--- config.mk ---
export PLATFORM = sky130hd
export DESIGN_NAME = s_expression_tokenizer_core
export DESIGN_NICKNAME = d
export VERILOG_FILES = /design/src/design/sexp_tok_pkg.sv /design/src/design/s_expression_tokenizer_core.sv /design/src/design/sexp_tok_scan.sv /design/src/design/sexp_tok_queue.sv
export SDC_FILE = /design/constraint.sdc
export NUM_CORES = 1
export LEC_CHECK = 0
export BUFFER_PORTS_ARGS = -buffer_cell sky130_fd_sc_hd__buf_2
export CORE_MARGIN = 8
export CORE_UTILIZATION = 45
export CTS_BUF_LIST = sky130_fd_sc_hd__clkbuf_8
export DETAILED_ROUTE_END_ITERATION = 10
export GPL_TIMING_DRIVEN = 0
export PLACE_DENSITY_LB_ADDON = 0.15
export RECOVER_POWER = 50
export SKIP_LAST_GASP = 1
export SYNTH_ARGS = -nofsm -noshare
export SYNTH_HDL_FRONTEND = slang
export SYNTH_SLANG_ARGS = --single-unit
--- constraint.sdc ---
create_clock -name clk -period 8.73 [get_ports clk]
set_input_delay 0 -clock clk [delete_from_list [all_inputs] [get_ports clk]]
set_output_delay 0 -clock clk [all_outputs]
set_load 0.03 [all_outputs]
--- src/design/sexp_tok_pkg.sv ---
// shared types and constants for the s-expression tokenizer
// result record, push bundle, token and error codes, scan modes
// no dependencies
package sexp_tok_pkg;

  localparam int MAX_SOURCE_BYTES_DEF = 65536;
  localparam int MAX_PUSH = 3;

  localparam logic OP_BYTE = 1'b0;
  localparam logic OP_END  = 1'b1;

  localparam logic [3:0] KIND_LPAREN  = 4'd0;
  localparam logic [3:0] KIND_RPAREN  = 4'd1;
  localparam logic [3:0] KIND_LBRACK  = 4'd2;
  localparam logic [3:0] KIND_RBRACK  = 4'd3;
  localparam logic [3:0] KIND_QUOTE   = 4'd4;
  localparam logic [3:0] KIND_SYMBOL  = 4'd5;
  localparam logic [3:0] KIND_NUMBER  = 4'd6;
  localparam logic [3:0] KIND_STRING  = 4'd7;
  localparam logic [3:0] KIND_BOOLEAN = 4'd8;
  localparam logic [3:0] KIND_END     = 4'd9;
  localparam logic [3:0] KIND_ERROR   = 4'd10;

  localparam logic [1:0] ERR_NONE       = 2'd0;
  localparam logic [1:0] ERR_UNEXPECTED = 2'd1;
  localparam logic [1:0] ERR_OPEN_STR   = 2'd2;
  localparam logic [1:0] ERR_TOO_LONG   = 2'd3;

  localparam logic [2:0] MODE_IDLE     = 3'd0;
  localparam logic [2:0] MODE_COMMENT  = 3'd1;
  localparam logic [2:0] MODE_STRING   = 3'd2;
  localparam logic [2:0] MODE_INTEGER  = 3'd3;
  localparam logic [2:0] MODE_FRACTION = 3'd4;
  localparam logic [2:0] MODE_SYMBOL   = 3'd5;

  localparam logic [15:0] SYM_TRUE  = 16'h2374;
  localparam logic [15:0] SYM_FALSE = 16'h2366;

  typedef struct packed {
    logic [3:0]  kind;
    logic [1:0]  err;
    logic [15:0] offset;
    logic [15:0] length;
    logic [15:0] line;
    logic        last;
  } res_t;

  typedef struct packed {
    logic [1:0]            cnt;
    res_t [MAX_PUSH-1:0]   res;
  } push_t;

endpackage

--- src/design/s_expression_tokenizer_core.sv ---
// top level of the s-expression tokenizer
// instantiates sexp_tok_scan and sexp_tok_queue, depends on sexp_tok_pkg
//
//   channel | ports                                   | moves
//   in      | in_valid, in_stall, in_operation, ...   | one source byte or end marker
//   out     | out_valid, out_stall, out_token_kind... | one token record
//
// one input transaction per cycle into a holding register while in_stall is low, scanned once the queue has room
// a transaction yields zero to three records; the four-entry queue drains one per cycle while out_stall is low,
// so input stalls only while more than one record waits
// an accepted transaction passes the holding register and then the queue before its first record is offered
// rst_n clears the scan state (line 1, position 0) and empties the queue
module s_expression_tokenizer_core #(
  parameter int MAX_SOURCE_BYTES = sexp_tok_pkg::MAX_SOURCE_BYTES_DEF
) (
  input  logic        clk,
  input  logic        rst_n,
  input  logic        in_valid,
  output logic        in_stall,
  input  logic        in_operation,
  input  logic [7:0]  in_data_byte,
  output logic        out_valid,
  input  logic        out_stall,
  output logic [3:0]  out_token_kind,
  output logic [1:0]  out_error_kind,
  output logic [15:0] out_lexeme_offset,
  output logic [15:0] out_lexeme_length,
  output logic [15:0] out_line_number,
  output logic        out_last_of_run
);
  import sexp_tok_pkg::*;

  push_t push;
  logic  room;
  res_t  head;

  sexp_tok_scan #(
    .MAX_SOURCE_BYTES(MAX_SOURCE_BYTES)
  ) u_scan (
    .clk          (clk),
    .rst_n        (rst_n),
    .in_valid     (in_valid),
    .in_stall     (in_stall),
    .in_operation (in_operation),
    .in_data_byte (in_data_byte),
    .room         (room),
    .push         (push)
  );

  sexp_tok_queue u_queue (
    .clk       (clk),
    .rst_n     (rst_n),
    .push      (push),
    .room      (room),
    .out_valid (out_valid),
    .out_stall (out_stall),
    .head      (head)
  );

  assign out_token_kind    = head.kind;
  assign out_error_kind    = head.err;
  assign out_lexeme_offset = head.offset;
  assign out_lexeme_length = head.length;
  assign out_line_number   = head.line;
  assign out_last_of_run   = head.last;

endmodule

--- src/design/sexp_tok_scan.sv ---
// input register and scan machine: one source transaction per cycle while the queue has room
// produces up to three result records per transaction
// depends on sexp_tok_pkg
module sexp_tok_scan #(
  parameter int MAX_SOURCE_BYTES = sexp_tok_pkg::MAX_SOURCE_BYTES_DEF
) (
  input  logic                clk,
  input  logic                rst_n,
  input  logic                in_valid,
  output logic                in_stall,
  input  logic                in_operation,
  input  logic [7:0]          in_data_byte,
  input  logic                room,
  output sexp_tok_pkg::push_t push
);
  import sexp_tok_pkg::*;

  localparam int POS_W = $clog2(MAX_SOURCE_BYTES + 1);
  localparam int EXT_W = (POS_W > 16) ? POS_W : 16;

  localparam logic [7:0] CH_LPAREN = 8'h28;
  localparam logic [7:0] CH_RPAREN = 8'h29;
  localparam logic [7:0] CH_LBRACK = 8'h5B;
  localparam logic [7:0] CH_RBRACK = 8'h5D;
  localparam logic [7:0] CH_QUOTE  = 8'h27;
  localparam logic [7:0] CH_SPACE  = 8'h20;
  localparam logic [7:0] CH_CR     = 8'h0D;
  localparam logic [7:0] CH_TAB    = 8'h09;
  localparam logic [7:0] CH_NL     = 8'h0A;
  localparam logic [7:0] CH_SEMI   = 8'h3B;
  localparam logic [7:0] CH_DQUOTE = 8'h22;
  localparam logic [7:0] CH_MINUS  = 8'h2D;
  localparam logic [7:0] CH_DOT    = 8'h2E;

  function automatic logic is_digit(input logic [7:0] c);
    return (c >= "0") && (c <= "9");
  endfunction

  function automatic logic is_alpha(input logic [7:0] c);
    return ((c >= "a") && (c <= "z")) || ((c >= "A") && (c <= "Z"));
  endfunction

  function automatic logic is_special(input logic [7:0] c);
    return c == "+" || c == "-" || c == "*" || c == "/" || c == "_" ||
           c == ">" || c == "<" || c == "=" || c == "!" || c == "?" ||
           c == ":" || c == "#" || c == "%" || c == "&" || c == "$" ||
           c == ".";
  endfunction

  function automatic logic is_body(input logic [7:0] c);
    return is_alpha(c) || is_digit(c) || is_special(c);
  endfunction

  function automatic res_t mk_res(input logic [3:0] kind, input logic [1:0] ek,
                                  input logic [POS_W-1:0] off,
                                  input logic [POS_W-1:0] len,
                                  input logic [15:0] line);
    logic [EXT_W-1:0] off_e;
    logic [EXT_W-1:0] len_e;
    res_t r;
    off_e = EXT_W'(off);
    len_e = EXT_W'(len);
    r.kind = kind;
    r.err = ek;
    r.offset = off_e[15:0];
    r.length = (len_e > EXT_W'(16'hFFFF)) ? 16'hFFFF : len_e[15:0];
    r.line = line;
    r.last = 1'b0;
    return r;
  endfunction

  function automatic logic [3:0] sym_kind(input logic [POS_W-1:0] len,
                                          input logic [15:0] ft);
    if (len == POS_W'(2) && (ft == SYM_TRUE || ft == SYM_FALSE)) begin
      return KIND_BOOLEAN;
    end
    return KIND_SYMBOL;
  endfunction

  logic             hold_vld_r, hold_vld_nxt;
  logic             op_r;
  logic [7:0]       byte_r;
  logic             fire;
  logic             load;

  logic [2:0]       mode_r, mode_nxt;
  logic [POS_W-1:0] ts_r, ts_nxt;
  logic [POS_W-1:0] pos_r, pos_nxt;
  logic [15:0]      line_r, line_nxt;
  logic             hm_r, hm_nxt;
  logic             hd_r, hd_nxt;
  logic [15:0]      ft_r, ft_nxt;
  logic             err_r, err_nxt;

  res_t [MAX_PUSH-1:0] res_v;
  logic [1:0]          n;

  assign fire = hold_vld_r & room;
  assign in_stall = hold_vld_r & ~room;
  assign load = in_valid & ~in_stall;
  assign hold_vld_nxt = load | (hold_vld_r & ~fire);

  always_ff @(posedge clk) begin
    if (!rst_n) begin
      hold_vld_r <= 1'b0;
    end else begin
      hold_vld_r <= hold_vld_nxt;
    end
  end

  always_ff @(posedge clk) begin
    if (load) begin
      op_r <= in_operation;
      byte_r <= in_data_byte;
    end
  end

  always_comb begin
    logic             do_start;
    logic             line_inc;
    logic [7:0]       c;
    logic [POS_W-1:0] p;
    do_start = 1'b0;
    line_inc = 1'b0;
    c = byte_r;
    p = pos_r;
    mode_nxt = mode_r;
    ts_nxt = ts_r;
    pos_nxt = pos_r;
    line_nxt = line_r;
    hm_nxt = hm_r;
    hd_nxt = hd_r;
    ft_nxt = ft_r;
    err_nxt = err_r;
    res_v = '0;
    n = 2'd0;

    if (fire) begin
      if (op_r == OP_END) begin
        if (!err_r) begin
          unique case (mode_r)
            MODE_STRING: begin
              res_v[n] = mk_res(KIND_ERROR, ERR_OPEN_STR, ts_r, p - ts_r, line_r);
              n = n + 2'd1;
            end
            MODE_INTEGER: begin
              if (hd_r) begin
                res_v[n] = mk_res(KIND_NUMBER, ERR_NONE, ts_r, p - POS_W'(1) - ts_r,
                                  line_r);
                n = n + 2'd1;
                res_v[n] = mk_res(KIND_SYMBOL, ERR_NONE, p - POS_W'(1), POS_W'(1),
                                  line_r);
                n = n + 2'd1;
              end else begin
                res_v[n] = mk_res(KIND_NUMBER, ERR_NONE, ts_r, p - ts_r, line_r);
                n = n + 2'd1;
              end
            end
            MODE_FRACTION: begin
              res_v[n] = mk_res(KIND_NUMBER, ERR_NONE, ts_r, p - ts_r, line_r);
              n = n + 2'd1;
            end
            MODE_SYMBOL: begin
              res_v[n] = mk_res(sym_kind(p - ts_r, ft_r), ERR_NONE, ts_r, p - ts_r,
                                line_r);
              n = n + 2'd1;
            end
            default: begin
            end
          endcase
          if (mode_r != MODE_STRING) begin
            res_v[n] = mk_res(KIND_END, ERR_NONE, p, '0, line_r);
            n = n + 2'd1;
          end
        end
      end else if (!err_r) begin
        if (pos_r >= POS_W'(MAX_SOURCE_BYTES)) begin
          res_v[n] = mk_res(KIND_ERROR, ERR_TOO_LONG, p, '0, line_r);
          n = n + 2'd1;
          err_nxt = 1'b1;
        end else begin
          pos_nxt = pos_r + POS_W'(1);
          unique case (mode_r)
            MODE_COMMENT: begin
              if (c == CH_NL) begin
                line_inc = 1'b1;
                mode_nxt = MODE_IDLE;
              end
            end
            MODE_STRING: begin
              if (c == CH_DQUOTE) begin
                res_v[n] = mk_res(KIND_STRING, ERR_NONE, ts_r + POS_W'(1),
                                  p - ts_r - POS_W'(1), line_r);
                n = n + 2'd1;
                mode_nxt = MODE_IDLE;
              end else if (c == CH_NL) begin
                line_inc = 1'b1;
              end
            end
            MODE_INTEGER: begin
              if (hd_r) begin
                hd_nxt = 1'b0;
                if (is_digit(c)) begin
                  mode_nxt = MODE_FRACTION;
                end else begin
                  res_v[n] = mk_res(KIND_NUMBER, ERR_NONE, ts_r,
                                    p - POS_W'(1) - ts_r, line_r);
                  n = n + 2'd1;
                  ts_nxt = p - POS_W'(1);
                  mode_nxt = MODE_SYMBOL;
                  if (is_body(c)) begin
                    ft_nxt = {CH_DOT, c};
                  end else begin
                    ft_nxt = {CH_DOT, 8'h00};
                    res_v[n] = mk_res(KIND_SYMBOL, ERR_NONE, p - POS_W'(1), POS_W'(1),
                                      line_r);
                    n = n + 2'd1;
                    do_start = 1'b1;
                  end
                end
              end else if (is_digit(c)) begin
              end else if (c == CH_DOT) begin
                hd_nxt = 1'b1;
              end else begin
                res_v[n] = mk_res(KIND_NUMBER, ERR_NONE, ts_r, p - ts_r, line_r);
                n = n + 2'd1;
                do_start = 1'b1;
              end
            end
            MODE_FRACTION: begin
              if (!is_digit(c)) begin
                res_v[n] = mk_res(KIND_NUMBER, ERR_NONE, ts_r, p - ts_r, line_r);
                n = n + 2'd1;
                do_start = 1'b1;
              end
            end
            MODE_SYMBOL: begin
              hm_nxt = 1'b0;
              if (hm_r && is_digit(c)) begin
                mode_nxt = MODE_INTEGER;
              end else if (is_body(c)) begin
                if (p - ts_r == POS_W'(1)) begin
                  ft_nxt = ft_r | {8'h00, c};
                end
              end else begin
                res_v[n] = mk_res(sym_kind(p - ts_r, ft_r), ERR_NONE, ts_r, p - ts_r,
                                  line_r);
                n = n + 2'd1;
                do_start = 1'b1;
              end
            end
            default: begin
              do_start = 1'b1;
            end
          endcase

          if (do_start) begin
            ts_nxt = p;
            mode_nxt = MODE_IDLE;
            case (c)
              CH_LPAREN: begin
                res_v[n] = mk_res(KIND_LPAREN, ERR_NONE, p, POS_W'(1), line_r);
                n = n + 2'd1;
              end
              CH_RPAREN: begin
                res_v[n] = mk_res(KIND_RPAREN, ERR_NONE, p, POS_W'(1), line_r);
                n = n + 2'd1;
              end
              CH_LBRACK: begin
                res_v[n] = mk_res(KIND_LBRACK, ERR_NONE, p, POS_W'(1), line_r);
                n = n + 2'd1;
              end
              CH_RBRACK: begin
                res_v[n] = mk_res(KIND_RBRACK, ERR_NONE, p, POS_W'(1), line_r);
                n = n + 2'd1;
              end
              CH_QUOTE: begin
                res_v[n] = mk_res(KIND_QUOTE, ERR_NONE, p, POS_W'(1), line_r);
                n = n + 2'd1;
              end
              CH_SPACE, CH_CR, CH_TAB: begin
              end
              CH_NL: begin
                line_inc = 1'b1;
              end
              CH_SEMI: begin
                mode_nxt = MODE_COMMENT;
              end
              CH_DQUOTE: begin
                mode_nxt = MODE_STRING;
              end
              default: begin
                if (is_digit(c)) begin
                  mode_nxt = MODE_INTEGER;
                end else if (c == CH_MINUS) begin
                  mode_nxt = MODE_SYMBOL;
                  hm_nxt = 1'b1;
                  ft_nxt = {c, 8'h00};
                end else if (is_alpha(c) || is_special(c)) begin
                  mode_nxt = MODE_SYMBOL;
                  ft_nxt = {c, 8'h00};
                end else begin
                  res_v[n] = mk_res(KIND_ERROR, ERR_UNEXPECTED, p, POS_W'(1), line_r);
                  n = n + 2'd1;
                  err_nxt = 1'b1;
                end
              end
            endcase
          end
        end
      end

      if (op_r == OP_END) begin
        mode_nxt = MODE_IDLE;
        ts_nxt = '0;
        pos_nxt = '0;
        line_nxt = 16'd1;
        hm_nxt = 1'b0;
        hd_nxt = 1'b0;
        ft_nxt = '0;
        err_nxt = 1'b0;
      end else if (line_inc && line_r != 16'hFFFF) begin
        line_nxt = line_r + 16'd1;
      end
    end

    if (n != 2'd0) begin
      res_v[n - 2'd1].last = 1'b1;
    end
  end

  always_ff @(posedge clk) begin
    if (!rst_n) begin
      mode_r <= MODE_IDLE;
      ts_r <= '0;
      pos_r <= '0;
      line_r <= 16'd1;
      hm_r <= 1'b0;
      hd_r <= 1'b0;
      ft_r <= '0;
      err_r <= 1'b0;
    end else begin
      mode_r <= mode_nxt;
      ts_r <= ts_nxt;
      pos_r <= pos_nxt;
      line_r <= line_nxt;
      hm_r <= hm_nxt;
      hd_r <= hd_nxt;
      ft_r <= ft_nxt;
      err_r <= err_nxt;
    end
  end

  assign push.cnt = n;
  assign push.res = res_v;

endmodule

--- src/design/sexp_tok_queue.sv ---
// four-entry result queue between the scan machine and the output channel
// takes up to three records per cycle, hands out one per transaction
// depends on sexp_tok_pkg
module sexp_tok_queue (
  input  logic                clk,
  input  logic                rst_n,
  input  sexp_tok_pkg::push_t push,
  output logic                room,
  output logic                out_valid,
  input  logic                out_stall,
  output sexp_tok_pkg::res_t  head
);
  import sexp_tok_pkg::*;

  localparam int DEPTH = 4;
  localparam int AW = $clog2(DEPTH);

  res_t          mem [DEPTH];
  logic [AW-1:0] wr_ptr_r, wr_ptr_nxt;
  logic [AW-1:0] rd_ptr_r, rd_ptr_nxt;
  logic [AW:0]   cnt_r, cnt_nxt;
  logic          pop;

  assign room = cnt_r <= (AW + 1)'(DEPTH - MAX_PUSH);
  assign out_valid = cnt_r != '0;
  assign pop = out_valid & ~out_stall;
  assign head = mem[rd_ptr_r];

  assign wr_ptr_nxt = wr_ptr_r + AW'(push.cnt);
  assign rd_ptr_nxt = rd_ptr_r + AW'(pop);
  assign cnt_nxt = cnt_r + (AW + 1)'(push.cnt) - (AW + 1)'(pop);

  always_ff @(posedge clk) begin
    for (int k = 0; k < MAX_PUSH; k++) begin
      if (2'(k) < push.cnt) begin
        mem[wr_ptr_r + AW'(k)] <= push.res[k];
      end
    end
  end

  always_ff @(posedge clk) begin
    if (!rst_n) begin
      wr_ptr_r <= '0;
      rd_ptr_r <= '0;
      cnt_r <= '0;
    end else begin
      wr_ptr_r <= wr_ptr_nxt;
      rd_ptr_r <= rd_ptr_nxt;
      cnt_r <= cnt_nxt;
    end
  end

endmodule
# == After elaboration in Yosys (flattened, before gate mapping) ==
# Memory sizes are Yosys's and may differ from the RTL's. A register that Yosys moved wholly into a read port is not among the register bits.
# Index checks and enable logic that the tools add are counted.
# W data, S select, Z words.
# word_totals
ff_bits,89
latchBits,0
ramBits,220
romBits,0
input_bits,13
output_inout_bits,57
n_memories,1
# classes
n_addsub,16
n_mul,0
div_mod_pow,0
n_lt_le_gt_ge,20
eq_ne,45
shift,0
n_mux,197
bitwise_logic,11
reduce_logical,47
# memory_table
memory,words,width,read_ports,rd_ports_with_merged_regs,wr,line_no,source
u_queue.mem,4,55,1,1,3,sexp_tok_queue.sv:18,res_t mem [DEPTH];
# op_table
op,count
$mux W165,10
$bwmux W165,8
$mux W55,23
$pmux W165 S6,1
$pmux W55 S4,2
$demux W55 S2,3
$mux W54,6
$mux W16,18
$mux W17,10
$eq A8 B6 Y1 const B,21
$mux W110,1
$mux W109,1
$mux W1,66
$gt A17 B16 Y1 const B,3
$mux W2,24
$sub A17 B1 Y17 const B,2
$sub A17 B17 Y17,2
$mux W3,11
$mux W33,1
$add A16 B1 Y16 const B,2
$eq A16 B14 Y1 const B,2
$pmux W16 S2,1
$eq A8 B4 Y1 const B,3
$eq A8 B7 Y1 const B,3
other kinds (55),112

# == Logic depth before layout (Yosys ltp) ==
# logic_depth
depth_word,44
depth_mapped,23
depth_no_buf,19

# == By module ==
# Synthesis repeated with hierarchy kept, for this count alone.
# hier_totals
cells_unflattened,2948
area_unflattened_um2,23995.5
# modules_own_cells
mod,instances,cells_each,area_per_inst_um2,seq_area_each_um2
sexp_tok_queue,1,1325,12866.1,6746.5
sexp_tok_scan,1,1623,11129.4,1731.7

# == Worst setup path after synthesis ==
# OpenSTA, ideal clock, no wires.
# synth_timing
kind,reg-to-reg
start,register u_scan.byte_r[6]
end,memory u_queue.mem[1][0] in the netlist's numbering (enable)
setup_ns,0.544
arrival_time_ns,7.048
slack_ns,1.138
stages_incl_launch_ff,16
synth_period_minus_slack_ns,7.592
path_cell_list,edfxtp_1 > buf_2 > or3b_1 > a2111oi_0 > a311o_2 > nor3_1 > and2_1 > clkbuf_1 > ha_1 > nor2_1 > a31oi_1 > and2_1 > nor2_1 > clkbuf_1 > a21oi_1 > o21ai_0
# synth_lines
item,line_no,source
from (decl),sexp_tok_scan.sv:82,logic [7:0] byte_r;
from (signal assigned),sexp_tok_scan.sv:114,byte_r <= in_data_byte;
to (decl),sexp_tok_queue.sv:18,

==> metrics.md <==
| Metric | Value |
|---|---|
| Filler Cell Count | 4680 |
| Die Y | 236 um |
| Setup crit start | u_scan.mode_r[1] |
| Area grow syn2layout | 10.3% |
| Residual DRC | 0 |
| Slowest CP cell | o21ai_0 |
| Simple-gate share of the synthesized area | 20.7% |
| FMAX | 121 MHz |
| TritonCTS clock tree | built |
| Area of the mapped netlist | 21800 um2 |
| Hold slack | 0.0600 ns |
| Synth Instances | 2454 |
| Global-route wire length before repair | 137 mm |
| RePlAce Congestion | 1.04 |
| CTS Buffer Depth | 3 |
| Worst-path maximum fanout | 24 |
| Fin Clk Skew | 0.0243 ns |
| PwrDens | 197 nW/um2 |
| Clock root buffer master | clkbuf_8 |
| Via count | 21445 |
| Initial detailed-routing violation count | 2923 |
| DPL Wire Length | 71.9 mm |
| Largest family of logic cells by synthesized area | compound AO/OA/AOI/OAI gates |
| Failing checks | max-capacitance violations, max-slew violations |
| Clock transition at the registers of the reported paths | 0.06 ns |
| Share of layout cells above drive strength 1 | 8.22% |
| XOR/XNOR share of the synthesized area | 3.46% |
| Crit path arrival time | 8.62 ns |
| Overall power | 4.74 mW |
| Commonest cells after routing, fill and taps aside | 255 x nand2_1, 243 x nor2_1, 229 x edfxtp_1, 228 x a21oi_1, 203 x clkbuf_1 |
| Area post-placement | 23100 um2 |
| WL/cell | 29.0 um |
| Critical Path Sink Type | flop |
| Fin crit share | 94.9% |
| Worst path top cell family by delay | simple AND/OR/NAND/NOR gates |
| Synthesis Warnings | 0 |
| Layout net count | 2666 |
| Hold depth | 2 |
| Final core utilization | 50.3% |
| Tot GR Track Use | 32.5% |
| Sequential cell area fraction in the yosys report | 38.9% |
| Total wire length | 94.4 mm |
| Cts bufs inserted | 53 |
| Vias in the first global route | 20177 |
| Die area | 55700 um2 |
| Period minus WS final | 8.28 ns |
| Least-Margin Pin Slew | 2.08 ns |
| Relative slew slack | -39.9% |
| Setup TNS | 0 ns |
| Ports | 70 |
| Remaining Overflow, GRT | 0 |
| Mux cell area share after synthesis | 6.15% |
| IO buf count | 68 |
| Synth unique cells | 98 |
| Core footprint | 47700 um2 |
| Largest net degree at the start of global routing | 52 |
| Asr flop ratio synth | 0% |
| Syn_nets | 2524 |
| HP Start | in_operation |
| R2R depth | 17 |
| Clock insertion delay at the later pin of the skew report | 0.66 ns |
| Yosys reg bits | 309 |
| Kind of critical path | reg -> reg |
| RSZ-0062 raised after global routing | no |
| Critical path, cell by cell | clkbuf_1, nand3_1, nor2_1, inv_1, nor2_1, and2_0, clkbuf_1, ha_1, nor2_1, a31oi_1, and2_0, nor2_1, clkbuf_1, a21oi_1, o21ai_0, buf_12, buf_12 |
| Compound-Gate Fraction of Synth Area | 23.0% |
| DR pass1 iterations | 8 |
| Critical path's largest stage delay | 1.59 ns |
| Setup Viol. Count Final | 0 |
| Antenna violations before repair | 1 |
| CP Launch Type | flop |
| Num rows | 80 |
| Worst VDD drop | 0.118 mV |
| ANT nets after route | 0 |
| Ys flop type | edfxtp_1 |
| Hold WC Path Type | in -> reg |
| Synthesized-area fraction occupied by adder cells | 3.38% |
| WP depth | 17 |
| Max-cap check violation count | 3 |
| Avg Inst Size Synth | 8.88 um2 |
| Initial Utilization | 45.6% |
| Run status | finished, violations left |
| Data required, critical path | 9.07 ns |
| Pleak | 8.10 nW |
| Most common cell after layout, fill and taps aside | nand2_1 |
| Pins Over Slew Limit | 114 |
| Die X | 236 um |
| Post-synth EDFFs | 229 |
| Clock sink total | 309 |
| Worst r2r src | u_scan.mode_r[1] |
| Final hold vios | 0 |
| H-tree Lvls | 2 |
| Vias/cell | 6.59 |
| Critical path buffers and inverters | 6 |
| Most frequent cell on the critical path | nor2_1 |
| Design area | 24000 um2 |
## per-stage QoR
stage | setup WS, ns | instances
final | 0.445 | 3256
after CTS | 1.16 | 3253
after global placement | -4.12 | 3137
after global routing | 0.379 | 3255
after detailed placement | 1.21 | 3143
after floorplan | 1.14 | 2454
## synth_stat cells, types with 17 or more instances
cell        n  share of area [%]
nor3_1     64                1.5
nor4_1     17               0.49
a22oi_1    22               0.76
and2_1     95                2.7
a31oi_1    32               0.92
edfxtp_1  229                 32
clkbuf_1  136                2.3
nand2_1   255                4.4
mux4_2     55                5.7
inv_1      61                1.1
xnor2_1    52                2.1
and3_1     21               0.60
buf_2      24               0.55
nand3_1    51                1.2
a311oi_1   17               0.68
o22ai_1    30               0.86
o31ai_1    17               0.59
a211oi_1   26               0.90
ha_1       54                3.1
nand4_1    32               0.92
buf_1      18               0.31
nor2_1    242                4.2
a221oi_1   22               0.88
nor2b_1    36                1.0
xor2_1     34                1.4
o211ai_1   19               0.65
or3_1      37                1.1
o21ai_0   174                4.0
a21oi_1   228                5.2
dfxtp_1    80                7.4
## where the power goes
group | switching [mW] | internal, mW | total, mW
sequential | 0.0306 | 1.66 | 1.69
clock | 0.619 | 0.598 | 1.22
combinational | 1.28 | 0.550 | 1.83
## cell families after synthesis
family | count (synthesis)
AO/OA/AOI/OAI | 770
XOR/XNOR | 86
multiplexers | 65
buffers and inverters | 245
flip-flops | 309
adder cells (fa/ha/maj) | 57
AND/OR/NAND/NOR | 922
## path summary, 6_finish.rpt
path                              to  slack [ns]
hold reg to reg       u_scan.ft_r[7]        0.48
setup / recovery  u_queue.mem[3][20]        0.45
hold / removal           u_scan.op_r        0.06
setup reg to reg  u_queue.mem[3][20]        0.45
## per-layer routing
metal	track usage [%]	part of all wire, %	vias to the layer above
met2	49.3	43	1371
met5	0	0.0095	-
li1	-	-	9521
met4	14.5	5.2	2
met1	43.9	41	10278
met3	7.67	11	273
## registers in the layout, summed over array words and instances (netlist names)
name and flops:
u_queue.mem 220, u_scan.pos_r 17, u_scan.ts_r 17, u_scan.ft_r 16
u_scan.line_r 16, u_scan.byte_r 8, u_queue.cnt_r 3, u_scan.mode_r 3
u_queue.rd_ptr_r 2, u_queue.wr_ptr_r 2, u_scan.err_r 1, u_scan.hd_r 1
u_scan.hm_r 1, u_scan.hold_vld_r 1, u_scan.op_r 1
## what timing repair did
item | CTS | global route
gates resized for setup | 0 | 0
buffers inserted | 0 | 0
hold buffers | 11 | 0
endpoints found under the hold margin | 20 | 0
## area by class of cell
type / instances / area [um2] / share of cell area (%)
Multi-Input combinational cell: 1900 / 12400 / 51.5
Sequential cell: 309 / 8480 / 35.3
Clock buffer: 56 / 771 / 3.21
Tap cell: 615 / 769 / 3.20
Buffer: 179 / 704 / 2.93
Timing Repair Buffer: 87 / 490 / 2.04
Inverter: 66 / 248 / 1.03
Clock inverter: 43 / 198 / 0.823
Antenna cell: 1 / 2.50 / 0.0104
No activity file was read; power rests on OpenSTA's default activity.
